<file path="src/obd_ascii_response_parser_assert.svh">
// Assertion macros shared by the response parser RTL.
// Both macros sample on clk and are disabled while rst is high.
`ifndef OBD_ASCII_RESPONSE_PARSER_ASSERT_SVH
`define OBD_ASCII_RESPONSE_PARSER_ASSERT_SVH

// Same-cycle implication.
`define OBDP_ASSERT_IMP(label, cond, prop, msg) \
  label: assert property (@(posedge clk) disable iff (rst) (cond) |-> (prop)) \
    else $error(msg);

// Next-cycle implication.
`define OBDP_ASSERT_NXT(label, cond, prop, msg) \
  label: assert property (@(posedge clk) disable iff (rst) (cond) |=> (prop)) \
    else $error(msg);

`endif

</file>
<file path="src/obdp_pkg.sv">
// ----------------------------------------------------------------------------
// OBD response parser package
// Constants, codes and small decode functions of the response line parser.
// ----------------------------------------------------------------------------
package obdp_pkg;

  localparam int MaxBytes = 16;
  localparam int CountW   = $clog2(MaxBytes + 1);
  localparam int CountXW  = CountW + 1;

  // Result status codes.
  localparam logic [1:0] StatusOk        = 2'd0;
  localparam logic [1:0] StatusRejected  = 2'd1;
  localparam logic [1:0] StatusMalformed = 2'd2;

  // Requested metric codes.
  localparam logic [2:0] MetricCoolant = 3'd0;
  localparam logic [2:0] MetricIntake  = 3'd1;
  localparam logic [2:0] MetricFuel    = 3'd2;
  localparam logic [2:0] MetricVoltage = 3'd3;
  localparam logic [2:0] MetricOil     = 3'd4;
  localparam logic [2:0] MetricBoost   = 3'd5;

  localparam logic [7:0] EchoByte  = 8'h41;
  localparam logic [7:0] CharQuery = 8'h3F;
  localparam logic [7:0] CharSpace = 8'h20;
  localparam logic [7:0] CharNull  = 8'h00;

  // Reciprocal of 255 folded with the factor 1000; exact for every 8-bit input.
  localparam logic [23:0] FuelMul   = 24'd8224200;
  localparam int          FuelShift = 21;

  function automatic logic [7:0] pid_of(input logic [2:0] metric);
    logic [7:0] pid;
    unique case (metric)
      MetricCoolant: pid = 8'h05;
      MetricIntake:  pid = 8'h0F;
      MetricFuel:    pid = 8'h2F;
      MetricVoltage: pid = 8'h42;
      MetricOil:     pid = 8'h5C;
      MetricBoost:   pid = 8'h70;
      default:       pid = 8'h00;
    endcase
    return pid;
  endfunction

  function automatic logic [2:0] len_of(input logic [2:0] metric);
    logic [2:0] n;
    unique case (metric)
      MetricVoltage: n = 3'd2;
      MetricBoost:   n = 3'd4;
      default:       n = 3'd1;
    endcase
    return n;
  endfunction

  function automatic logic [2:0] kw_len(input logic [1:0] k);
    return (k == 2'd3) ? 3'd5 : 3'd7;
  endfunction

  // Character p (counted from the first) of keyword k.
  function automatic logic [7:0] kw_char(input logic [1:0] k, input logic [2:0] p);
    logic [55:0] text;
    logic [5:0]  idx;
    unique case (k)
      2'd0:    text = "NO DATA";
      2'd1:    text = "no data";
      2'd2:    text = "STOPPED";
      default: text = {16'h0000, "ERROR"};
    endcase
    idx = {3'(kw_len(k) - 3'd1 - p), 3'b000};
    return text[idx +: 8];
  endfunction

  // Bit 4 set means the character is not a hex digit.
  function automatic logic [4:0] nibble_of(input logic [7:0] c);
    logic [4:0] n;
    if (c >= "0" && c <= "9") begin
      n = {1'b0, 4'(c - 8'h30)};
    end else if (c >= "A" && c <= "F") begin
      n = {1'b0, 4'(c - 8'h37)};
    end else if (c >= "a" && c <= "f") begin
      n = {1'b0, 4'(c - 8'h57)};
    end else begin
      n = 5'h10;
    end
    return n;
  endfunction

  function automatic logic is_space(input logic [7:0] c);
    return (c == CharSpace) || (c >= 8'd9 && c <= 8'd13);
  endfunction

endpackage

</file>
<file path="src/obdp_in_if.sv">
// ----------------------------------------------------------------------------
// Character channel
// Valid/ready channel carrying one response character per beat.
// ----------------------------------------------------------------------------
interface obdp_in_if;
  logic       valid;
  logic       ready;
  logic [7:0] char_code;
  logic       line_end;
  logic [2:0] requested_metric;

  modport source (output valid, char_code, line_end, requested_metric, input ready);
  modport sink   (input valid, char_code, line_end, requested_metric, output ready);
endinterface

</file>
<file path="src/obdp_out_if.sv">
// ----------------------------------------------------------------------------
// Result channel
// Valid/ready channel carrying one parsed line result per beat.
// ----------------------------------------------------------------------------
interface obdp_out_if;
  logic               valid;
  logic               ready;
  logic        [1:0]  status;
  logic signed [16:0] eng_value;

  modport source (output valid, status, eng_value, input ready);
  modport sink   (input valid, status, eng_value, output ready);
endinterface

</file>
<file path="src/obd_ascii_response_parser.sv">
// ----------------------------------------------------------------------------
// OBD ASCII response parser
// Parses mode 01 response lines character by character into scaled values.
// ----------------------------------------------------------------------------
// Usage:
//   chars carries one ASCII character per beat with a line_end mark on the
//   last character of a line; requested_metric is sampled on the first beat
//   of each line. results carries one beat per line: status and the scaled
//   value (zero unless status is ok).
//   A character beat is taken into an input register, then the line state
//   and, on a line_end beat, the result register are updated from it. A
//   result beat is offered from the result register after that update.
//   Throughput is one character per cycle while chars.ready is high; the
//   line state is updated by a single pass of logic per character.
//   When results stalls, characters keep flowing until a line_end beat
//   reaches the input register while the result register is still full;
//   chars.ready then drops until the result beat is taken.
//   Reset clears both registers' valid flags and all line state, so the
//   next beat starts a new line.
// ----------------------------------------------------------------------------
module obd_ascii_response_parser
  import obdp_pkg::*;
(
  input  logic        clk,
  input  logic        rst,
  obdp_in_if.sink     chars,
  obdp_out_if.source  results
);

  // Input register.
  logic       s1_valid;
  logic [7:0] s1_char;
  logic       s1_line_end;
  logic [2:0] s1_metric;
  logic       s1_advance;

  // Line state.
  logic              at_line_start, at_line_start_next;
  logic [2:0]        latched_metric, latched_metric_next;
  logic [3:0][2:0]   kw_prog, kw_prog_next;
  logic              reject_seen, reject_seen_next;
  logic              content_ended, content_ended_next;
  logic              hex_stopped, hex_stopped_next;
  logic              hi_pending, hi_pending_next;
  logic [3:0]        hi_nibble, hi_nibble_next;
  logic [CountW-1:0] byte_count, byte_count_next;
  logic [7:0]        prev_byte, prev_byte_next;
  logic              echo_found, echo_found_next;
  logic [CountW-1:0] data_start, data_start_next;
  logic [7:0]        cap_a, cap_a_next;
  logic [7:0]        cap_b, cap_b_next;
  logic [7:0]        cap_d, cap_d_next;

  // Result register.
  logic               res_valid;
  logic [1:0]         res_status, res_status_next;
  logic signed [16:0] res_value, res_value_next;

  assign s1_advance  = s1_valid && (!s1_line_end || !res_valid || results.ready);
  assign chars.ready = !s1_valid || s1_advance;

  assign results.valid     = res_valid;
  assign results.status    = res_status;
  assign results.eng_value = res_value;

  always_ff @(posedge clk) begin
    if (rst) begin
      s1_valid <= 1'b0;
    end else if (chars.ready) begin
      s1_valid <= chars.valid;
    end
  end

  always_ff @(posedge clk) begin
    if (chars.valid && chars.ready) begin
      s1_char     <= chars.char_code;
      s1_line_end <= chars.line_end;
      s1_metric   <= chars.requested_metric;
    end
  end

  always_comb begin
    logic              first;
    logic [4:0]        nib;
    logic [7:0]        b;
    logic [2:0]        p;
    logic [2:0]        kl;
    logic [CountW-1:0] pos;
    logic [CountW-1:0] off;
    logic [2:0]        need;
    logic [CountXW-1:0] min_total;
    logic [CountXW-1:0] min_after;
    logic signed [16:0] base;
    logic [31:0]        fuel_prod;

    first = at_line_start;
    latched_metric_next = at_line_start ? s1_metric : latched_metric;
    if (at_line_start) begin
      kw_prog_next       = '0;
      reject_seen_next   = 1'b0;
      content_ended_next = 1'b0;
      hex_stopped_next   = 1'b0;
      hi_pending_next    = 1'b0;
      hi_nibble_next     = '0;
      byte_count_next    = '0;
      prev_byte_next     = '0;
      echo_found_next    = 1'b0;
      data_start_next    = '0;
      cap_a_next         = '0;
      cap_b_next         = '0;
      cap_d_next         = '0;
    end else begin
      kw_prog_next       = kw_prog;
      reject_seen_next   = reject_seen;
      content_ended_next = content_ended;
      hex_stopped_next   = hex_stopped;
      hi_pending_next    = hi_pending;
      hi_nibble_next     = hi_nibble;
      byte_count_next    = byte_count;
      prev_byte_next     = prev_byte;
      echo_found_next    = echo_found;
      data_start_next    = data_start;
      cap_a_next         = cap_a;
      cap_b_next         = cap_b;
      cap_d_next         = cap_d;
    end
    at_line_start_next = s1_line_end;

    nib = nibble_of(s1_char);
    b   = {hi_nibble_next, nib[3:0]};
    pos = byte_count_next;
    off = pos - data_start_next;

    if (!content_ended_next) begin
      if (s1_char == CharNull) begin
        content_ended_next = 1'b1;
      end else begin
        if (first && s1_char == CharQuery) begin
          reject_seen_next = 1'b1;
        end

        // Each keyword is tracked by its own match position.
        for (int k = 0; k < 4; k++) begin
          p  = kw_prog_next[k];
          kl = kw_len(2'(k));
          if (p < kl && s1_char == kw_char(2'(k), p)) begin
            p = p + 3'd1;
          end else begin
            p = (s1_char == kw_char(2'(k), 3'd0)) ? 3'd1 : 3'd0;
          end
          if (p >= kl) begin
            reject_seen_next = 1'b1;
            p = 3'd0;
          end
          kw_prog_next[k] = p;
        end

        if (!hex_stopped_next && byte_count_next < CountW'(MaxBytes)) begin
          if (!hi_pending_next) begin
            if (!is_space(s1_char)) begin
              if (nib[4]) begin
                hex_stopped_next = 1'b1;
              end else begin
                hi_nibble_next  = nib[3:0];
                hi_pending_next = 1'b1;
              end
            end
          end else if (nib[4]) begin
            hex_stopped_next = 1'b1;
          end else begin
            hi_pending_next = 1'b0;
            if (!echo_found_next) begin
              if (pos != '0 && prev_byte_next == EchoByte &&
                  b == pid_of(latched_metric_next)) begin
                echo_found_next = 1'b1;
                data_start_next = pos + CountW'(1);
              end
            end else begin
              case (off)
                CountW'(0): cap_a_next = b;
                CountW'(1): cap_b_next = b;
                CountW'(3): cap_d_next = b;
                default: ;
              endcase
            end
            prev_byte_next  = b;
            byte_count_next = pos + CountW'(1);
          end
        end
      end
    end

    // Line result, taken from the state after this character.
    need      = len_of(latched_metric_next);
    min_total = CountXW'(need) + CountXW'(2);
    min_after = {1'b0, data_start_next} + CountXW'(need);
    fuel_prod = 32'(cap_a_next) * 32'(FuelMul);
    base      = '0;
    res_value_next = '0;
    if (latched_metric_next > MetricBoost) begin
      res_status_next = StatusMalformed;
    end else if (reject_seen_next) begin
      res_status_next = StatusRejected;
    end else if ({1'b0, byte_count_next} < min_total || !echo_found_next ||
                 {1'b0, byte_count_next} < min_after) begin
      res_status_next = StatusMalformed;
    end else begin
      res_status_next = StatusOk;
      case (latched_metric_next)
        MetricFuel: begin
          res_value_next = {7'b0, fuel_prod[FuelShift +: 10]};
        end
        MetricVoltage: begin
          res_value_next = {1'b0, cap_a_next, cap_b_next};
        end
        MetricBoost: begin
          base = $signed({9'b0, cap_d_next}) - 17'sd128;
          res_value_next = base * 17'sd10;
        end
        default: begin
          base = $signed({9'b0, cap_a_next}) - 17'sd40;
          res_value_next = base * 17'sd10;
        end
      endcase
    end
  end

  always_ff @(posedge clk) begin
    if (rst) begin
      at_line_start  <= 1'b1;
      latched_metric <= '0;
      kw_prog        <= '0;
      reject_seen    <= 1'b0;
      content_ended  <= 1'b0;
      hex_stopped    <= 1'b0;
      hi_pending     <= 1'b0;
      hi_nibble      <= '0;
      byte_count     <= '0;
      prev_byte      <= '0;
      echo_found     <= 1'b0;
      data_start     <= '0;
      cap_a          <= '0;
      cap_b          <= '0;
      cap_d          <= '0;
    end else if (s1_advance) begin
      at_line_start  <= at_line_start_next;
      latched_metric <= latched_metric_next;
      kw_prog        <= kw_prog_next;
      reject_seen    <= reject_seen_next;
      content_ended  <= content_ended_next;
      hex_stopped    <= hex_stopped_next;
      hi_pending     <= hi_pending_next;
      hi_nibble      <= hi_nibble_next;
      byte_count     <= byte_count_next;
      prev_byte      <= prev_byte_next;
      echo_found     <= echo_found_next;
      data_start     <= data_start_next;
      cap_a          <= cap_a_next;
      cap_b          <= cap_b_next;
      cap_d          <= cap_d_next;
    end
  end

  always_ff @(posedge clk) begin
    if (rst) begin
      res_valid <= 1'b0;
    end else if (s1_advance && s1_line_end) begin
      res_valid <= 1'b1;
    end else if (results.ready) begin
      res_valid <= 1'b0;
    end
  end

  always_ff @(posedge clk) begin
    if (s1_advance && s1_line_end) begin
      res_status <= res_status_next;
      res_value  <= res_value_next;
    end
  end

`include "obd_ascii_response_parser_assert.svh"

  `OBDP_ASSERT_IMP(a_value_zero_unless_ok, res_valid && res_status != StatusOk,
    res_value == '0, "scaled value not zero on a failed line")
  `OBDP_ASSERT_IMP(a_count_bound, 1'b1, byte_count <= CountW'(MaxBytes),
    "byte count beyond the line limit")
  `OBDP_ASSERT_IMP(a_echo_position, echo_found && !at_line_start,
    data_start >= CountW'(2) && data_start <= byte_count,
    "data start outside the bytes read")
  `OBDP_ASSERT_NXT(a_line_end_gives_result, s1_advance && s1_line_end,
    res_valid, "line end beat did not load a result")
  `OBDP_ASSERT_IMP(a_result_from_line_end, $rose(res_valid),
    $past(s1_valid && s1_line_end), "result appeared without a line end beat")

endmodule
</file>
<file path="src/flat_wrapper.sv">
// flat-port wrapper written by rule: the top's interface ports become plain ports
module obd_ascii_response_parser_flat import obdp_pkg::*;
  (clk, rst, chars_valid, chars_char_code, chars_line_end, chars_requested_metric, chars_ready, results_valid, results_status, results_eng_value, results_ready);
  obdp_in_if chars_i ();
  obdp_out_if results_i ();
  input  logic clk;
  input  logic rst;
  input wire logic [$bits(chars_i.valid)-1:0] chars_valid;
  input wire logic [$bits(chars_i.char_code)-1:0] chars_char_code;
  input wire logic [$bits(chars_i.line_end)-1:0] chars_line_end;
  input wire logic [$bits(chars_i.requested_metric)-1:0] chars_requested_metric;
  output wire logic [$bits(chars_i.ready)-1:0] chars_ready;
  output wire logic [$bits(results_i.valid)-1:0] results_valid;
  output wire logic [$bits(results_i.status)-1:0] results_status;
  output wire logic [$bits(results_i.eng_value)-1:0] results_eng_value;
  input wire logic [$bits(results_i.ready)-1:0] results_ready;
  assign chars_i.valid = chars_valid;
  assign chars_i.char_code = chars_char_code;
  assign chars_i.line_end = chars_line_end;
  assign chars_i.requested_metric = chars_requested_metric;
  assign chars_ready = chars_i.ready;
  assign results_valid = results_i.valid;
  assign results_status = results_i.status;
  assign results_eng_value = results_i.eng_value;
  assign results_i.ready = results_ready;
  obd_ascii_response_parser u_core (.clk(clk), .rst(rst), .chars(chars_i), .results(results_i));
endmodule
</file>
<file path="config.mk">
export PLATFORM = sky130hd
export DESIGN_NAME = obd_ascii_response_parser_flat
export DESIGN_NICKNAME = d
export VERILOG_FILES = /design/src/obdp_pkg.sv /design/src/obdp_in_if.sv /design/src/obdp_out_if.sv /design/src/obd_ascii_response_parser.sv /design/src/flat_wrapper.sv
export VERILOG_INCLUDE_DIRS = /design/src /design/src/src
export SDC_FILE = /design/constraint.sdc
export NUM_CORES = 1
export LEC_CHECK = 0
export BUFFER_PORTS_ARGS = -buffer_cell sky130_fd_sc_hd__buf_2
export CAP_MARGIN = 20
export CORE_ASPECT_RATIO = 0.5
export CORE_MARGIN = 2
export CORE_UTILIZATION = 50
export DETAILED_ROUTE_END_ITERATION = 8
export PLACE_DENSITY = 0.69
export SLEW_MARGIN = 30
export SYNTH_ARGS = -nofsm -noshare
export SYNTH_HDL_FRONTEND = slang
export SYNTH_SLANG_ARGS = --single-unit
</file>
<file path="constraint.sdc">
create_clock -name clk -period 9.3 [get_ports clk]
set_input_delay 0.93 -clock clk [delete_from_list [all_inputs] [get_ports clk]]
set_output_delay 0.93 -clock clk [all_outputs]
set_load 0.02 [all_outputs]
</file>
* Yosys cells after proc, flatten, opt, wreduce, memory -nomap -nowiden
Index checks and enable logic that the tools add are counted.
Operators by class: add/subtract/negate cells 17, multipliers 3, $lt $le $gt $ge 20, eq/ne operators 19, shift-type cells 4, multiplexer cells 145, reduce and logical (&&, ||, !) cells 32
Operators with widths (count):
- $mux 56 | 17
- $mux 8 | 36
- $shiftx 56x7->8 | 4
- $mux 40 | 3
- $mux 5 | 17
- $eq 8x8->1 | 9
- $mux 3 | 17
- $pmux 17 s3 | 1
- $pmux 7 s6 | 1
- $mux 1 | 40
- $mux 12 | 3
- $mul 17x4->16 const B | 2
- $mul 8x20->28 const B | 1
- $mux 4 | 7
- $eq 8x6->1 const B | 2
- $ge 8x7->1 const B | 2
- $le 8x7->1 const B | 2
- $logic_and 1x1->1 | 15
- $add 3x1->3 const B | 4
- $ge 3x3->1 const B | 4
- $lt 3x3->1 const B | 4
- $lt 5x6->1 | 2
- $sub 3x3->3 const A | 4
- $sub 8x6->9 const B | 1
- other kinds (29) | 42
Storage, ports and cells: register bits 100, input bits 16, output and inout bits 21, word-level logic and storage cells 265

* Depth between registers and ports, before layout
word-level depth 24, mapped depth 40, depth with buffers taken out 34

* Worst setup path after synthesis
No wires, ideal clock.
path kind register to register, start register u_core.at_line_start, end register u_core.res_value[9], in the netlist u_core.results.eng_value[9], data pin, library setup time 0.154 ns, arrival 8.985 ns, required time 9.146 ns, path slack 0.161 ns, cell stages (with the launch flop) 41, path buffers 7, clock period less this slack 9.139 ns, path through dfxtp_1 -> buf_6 -> buf_4 -> buf_2 -> buf_1 -> buf_1 -> clkbuf_1 -> buf_1 -> nor2b_1 -> ha_1 -> inv_1 -> ha_1 -> nor4bb_1 -> mux2i_1 -> nand4_1 -> nor3_2 -> nor3_1 -> mux2i_1 -> [5 not listed] -> inv_1 -> fa_1 -> inv_1 -> fa_1 -> inv_1 -> fa_1 -> ha_1 -> nand3_1 -> nor4_1 -> and4_1 -> a311oi_1 -> o21ai_0 -> o221ai_1 -> nor2_1 -> a221o_1 -> o41a_1 -> or4_4 -> a41oi_2
On the way: elaborated cells between the ends (all ways) 135
RTL lines:
- start: declaration | line obd_ascii_response_parser.sv:38 | logic at_line_start, at_line_start_next;
- start signal: assignment | line obd_ascii_response_parser.sv:246 | at_line_start <= at_line_start_next;
- $mux 5 | line obd_ascii_response_parser.sv:98 | if (at_line_start) begin
- $sub 5x5->5 | line obd_ascii_response_parser.sv:132 | off = pos - data_start_next;
- $logic_not 5->1 | line obd_ascii_response_parser.sv:179 | case (off)
- $mux 8 | line obd_ascii_response_parser.sv:179
- $mux 8 | line obd_ascii_response_parser.sv:172 | if (!echo_found_next) begin
- $mux 8 | line obd_ascii_response_parser.sv:168 | end else if (nib[4]) begin
- $mux 8 | line obd_ascii_response_parser.sv:159 | if (!hi_pending_next) begin
- $mux 8 | line obd_ascii_response_parser.sv:158 | if (!hex_stopped_next && byte_count_next < CountW'(MaxBytes)) begin
- $mux 8 | line obd_ascii_response_parser.sv:135 | if (s1_char == CharNull) begin
- $mux 8 (*) | line obd_ascii_response_parser.sv:134 | if (!content_ended_next) begin
- named net u_core.cap_a_next[7] | line obd_ascii_response_parser.sv:50 | logic [7:0] cap_a, cap_a_next;
- $sub 8x6->9 | line obd_ascii_response_parser.sv:221 | base = $signed({9'b0, cap_a_next}) - 17'sd40;
- $mul 17x4->16 | line obd_ascii_response_parser.sv:222 | res_value_next = base * 17'sd10;
- $pmux 17 s3 (*) | line obd_ascii_response_parser.sv:209 | case (latched_metric_next)
- end signal: assignment | line obd_ascii_response_parser.sv:277 | res_value <= res_value_next;
- end: declaration | line obd_ascii_response_parser.sv:57 | logic signed [16:0] res_value, res_value_next;
Mark *: on every way through the listed nets, which the timed path passes. The rest lies on a longest branch. The select of a mux whose other input is x is not followed. A chain may end at the register's enable or synchronous reset.

* Worst setup path in the final report
start register u_core.s1_char[1], end register u_core.res_value[9], in the netlist u_core.results.eng_value[9], data pin
On the way: elaborated cells between the ends (all ways) 105
RTL lines:
- start: declaration | line obd_ascii_response_parser.sv:32 | logic [7:0] s1_char;
- start signal: assignment | line obd_ascii_response_parser.sv:76 | s1_char <= chars.char_code;
- $ge 8x7->1 / $le 8x7->1 (equally long branches) | line obdp_pkg.sv:82 | end else if (c >= "a" && c <= "f") begin
- $logic_and 1x1->1 | line obdp_pkg.sv:82
- $mux 5 | line obdp_pkg.sv:82
- $mux 5 | line obdp_pkg.sv:80 | end else if (c >= "A" && c <= "F") begin
- $mux 5 | line obdp_pkg.sv:78 | if (c >= "0" && c <= "9") begin
- $mux 8 | line obd_ascii_response_parser.sv:168
- $mux 8 | line obd_ascii_response_parser.sv:159
- $mux 8 | line obd_ascii_response_parser.sv:158
- $mux 8 (*) | line obd_ascii_response_parser.sv:135
- $mux 8 (*) | line obd_ascii_response_parser.sv:134
- named net u_core.cap_a_next[7] | line obd_ascii_response_parser.sv:50
- $sub 8x6->9 | line obd_ascii_response_parser.sv:221
- $mul 17x4->16 | line obd_ascii_response_parser.sv:222
- $pmux 17 s3 (*) | line obd_ascii_response_parser.sv:209
Marks and branches as above.

==> key figures <==
Synth
  • Synthesized net count: 1,502
  • Main synth FF type: dfxtp_1
  • Sequential share of the synthesized area: 21.6%
  • EDFF count, synth: 31
  • FF+latch count, synth: 100
  • Synthesized cell area: 0.0107 mm^2
  • Count of cell types in the netlist: 93
  • Gate Count Post-Synth: 1,315
  • Yosys warnings: 0
  • Syn avg cell area: 8.15 um^2
  • Post-synth ARST share: 0%

CTS
  • Max Root-Sink Buffers: 2
  • CTS resizes: 0
  • Clock sinks: 100
  • Htree depth: 3
  • Clock Tree Root: clkbuf_16
  • # Post-CTS Setup Buffers: 0
  • Post-CTS Hold Fix Bufs: 0
  • CTS clk-pin slew, worst paths: 0.07 ns
  • CTS Buf Count: 9
  • CTS tree: yes
  • Clk_lat worst skew: 0.36 ns

Detailed routing
  • Vias/cell: 6.21
  • TritonRoute pass-1 iters: 7
  • DRC errors left: 0
  • Final ANT Viol Nets: 0
  • DR vias: 9,893
  • Final WL: 31,700 um
  • DRT iter0 DRCs: 1,047
  • Average wire per cell in the routed design: 19.9 um

Pwr
  • Sequential share of power: 45.6%
  • Clock power share: 34.7%
  • Peak supply drop: 0.0989 mV
  • PD cells: 91.7 mW/mm^2
  • Power Internal: 0.000713 W
  • Sw Pwr: 0.000330 W
  • Sw Share: 31.6%
  • Combinational Power Share: 19.6%
  • Leakage Power: 4.92 nW

Floorplan
  • Die H: 108 um
  • Die X: 211 um
  • # rows: 37
  • Initial Util: 51.5%
  • I/O Pins: 37
  • DIE AREA: 0.0227 mm^2
  • Core box area: 0.0208 mm^2

GRT
  • Congestion Overflow GR: 0
  • Largest net degree at the start of global routing: 70
  • GR Util All Layers: 28.6%
  • Initial antenna violation count: 0
  • Vias in the first global route: 9,583
  • Global-route wire length before repair: 50,700 um

Placed design
  • Dpl hpwl: 24,200 um
  • IO Port Bufs: 36
  • Worst slack at placement: 0.785 ns
  • DP Cell Count: 1,578
  • GP Congestion: 0.950

Timing
  • Fmax: 115 MHz
  • TNS Setup: 0 ns
  • Final setup viols: 0
  • Max Slew Vio Count: 0
  • Final Worst Setup Slack: 0.639 ns
  • Crit share post-route: 93.1%
  • Worst Skew: 0.00449 ns
  • Final Hold Fails: 0
  • Least-Margin Pin Slew: 0.987 ns
  • Max-slew headroom: 34.0%
  • Final min period: 8.66 ns
  • RSZ-0062 raised after global routing: false

Cells and area
  • Layout net count: 1,503
  • Area Overhead vs Synth: 6.21%
  • Ant diodes: 0
  • Layout cells sized above 1: 8.25%
  • Final Non-Filler Cells: 1,594

Job
  • Max Cap Viol: 0

Worst hold path
  • Depth of the worst hold-timing path: 2
  • Hold crit path type: flip-flop to flip-flop

Critical path
  • Required time worst endpoint: 9.50 ns
  • Worst Setup End Kind: flip-flop
  • CP max-delay cell: edfxtp_1
  • Worst Path Max Fanout: 11
  • WS Path Type: flip-flop to flip-flop
  • R2R depth: 33
  • Slowest Stage Delay on Critical Path: 0.56 ns
  • Worst setup SP type: flip-flop
  • Cell mode on critical path: inv_1
  • WP data arrival: 8.86 ns

Status
  • Status: complete, no violations
[cells in the final DEF, fill, tap and decap left out, types with 7 or more instances in the layout]
master	n
xor2_1	21
nor2_1	157
nor2b_1	27
o21ai_0	55
nor4_1	10
edfxtp_1	31
a211oi_1	25
fa_1	47
nand3_1	35
mux2i_1	23
and2_1	8
buf_4	18
dfxtp_1	68
inv_1	129
nand4_1	16
clkbuf_16	9
buf_2	36
o211ai_1	10
nand2b_1	10
a31oi_1	10
a22oi_1	22
a21o_1	17
o221ai_1	8
a21oi_1	84
a32oi_1	7
xnor2_1	39
and3_1	9
nor3_1	30
ha_1	124
nand2_1	103
[power groups by stage]
| stage | clock network, W | registers, W | logic (W) |
|---|---|---|---|
| after floorplan | 0 | 0.000478 | 0.000147 |
| after global placement | 0 | 0.000485 | 0.000196 |
| after detailed placement | 0 | 0.000486 | 0.000199 |
| after CTS | 0.000367 | 0.000476 | 0.000201 |
| after global routing | 0.000384 | 0.000478 | 0.000224 |
| final | 0.000363 | 0.000476 | 0.000205 |
[stage by stage]
step	cell area (um^2)	utilization (%)	hold slack [ns]	total power, W
2_1_floorplan	10700	-	0.432	0.000625
3_3_place_gp	11100	53.4	0.438	0.000681
3_5_place_dp	11100	53.4	0.443	0.000685
4_1_cts	11400	54.7	0.452	0.00104
5_1_grt	11400	54.7	0.466	0.00109
6_report	11400	54.7	0.454	0.00104
[state kept, by name, summed over array words and instances (netlist names), 4 cells and up]
register                  count
u_core.cap_a                  8
u_core.s1_char                8
u_core.results.eng_value     17
u_core.cap_b                  8
u_core.prev_byte              8
u_core.kw_prog               12
u_core.hi_nibble              4
u_core.cap_d                  8
u_core.byte_count             5
u_core.data_start             5
[final timing paths]
kind / startpoint / end / slack [ns]
worst min-delay path: u_core.reject_seen / u_core.reject_seen / 0.45
worst min register to register: u_core.reject_seen / u_core.reject_seen / 0.45
worst max register to register: u_core.s1_char[1] / u_core.results.eng_value[9] / 0.64
worst max-delay path: u_core.s1_char[1] / u_core.results.eng_value[9] / 0.64
[worst max-delay path, delay by kind of cell, from the launching register on]
kind | cells | cell delay (ns)
multiplexers | 1 | 0.24
flip-flops | 1 | 0.56
AO/OA/AOI/OAI | 8 | 1.91
adder cells (fa/ha/maj) | 7 | 2.69
AND/OR/NAND/NOR | 9 | 1.99
buffers and inverters | 8 | 1.09
[synth_stat cells (4+ instances only)]
library cell    n  area [um^2]
mux2_2          5         56.3
a31oi_1        10         62.6
a221oi_1        4         35.0
o221ai_1        8         70.1
a22oi_1        22          165
and2_1          8         50.1
o21bai_1        5         37.5
buf_2          10         50.1
xor2_1         21          184
a32oi_1         7         61.3
nor3_1         30          150
clkbuf_1       39          146
o31a_1          4         35.0
and3_1          9         56.3
xnor2_1        39          342
or2_2           5         31.3
o22ai_1         5         31.3
a211oi_1       26          195
a211o_1         4         35.0
nor4b_1         4         35.0
a21o_1         17          128
nand2b_1       10         62.6
edfxtp_1       31          931
nand2_1       103          387
or3_1           4         25.0
nor2b_1        27          169
fa_1           47          941
inv_1         129          484
a311oi_1        6         52.6
nor2_1        157          589
nand3_1        35          175
o21ai_0        55          275
a21oi_1        84          420
nand4_1        16          100
nor3b_1         4         30.0
buf_1           8         30.0
o211ai_1       10         75.1
ha_1          124         1550
nor4_1         11         68.8
dfxtp_1        69         1380
mux2i_1        23          230
[final cells by class]
cell class	instances	area [um^2]
Sequential cell	100	2310
Multi-Input combinational cell	1019	7640
Clock inverter	5	35.0
Inverter	132	498
Timing Repair Buffer	54	315
Tap cell	273	342
Clock buffer	11	236
Fill cell	1928	9410
[logic make-up (layout without fill, tap and decap cells)]
kind of cell / count (synthesis) / count (layout) / synth area share, %
adder cells (fa/ha/maj): 171 / 171 / 23.3
AO/OA/AOI/OAI: 309 / 309 / 19.4
multiplexers: 31 / 31 / 3.07
AND/OR/NAND/NOR: 446 / 446 / 20.2
XOR/XNOR: 62 / 62 / 5.21
flip-flops: 100 / 100 / 21.6
buffers and inverters: 196 / 202 / 7.28
[metal layers]
| metal | vias to the layer above | global-route usage [%] | part of all wire, % |
|---|---|---|---|
| met4 | 0 | 9.46 | 2.4 |
| met1 | 4791 | 38.5 | 45 |
| li1 | 4649 | - | - |
| met3 | 57 | 4.00 | 6.7 |
| met2 | 396 | 47.5 | 46 |
| met5 | - | 0 | 0 |
Note: power is estimated with default switching activity, not from simulation.
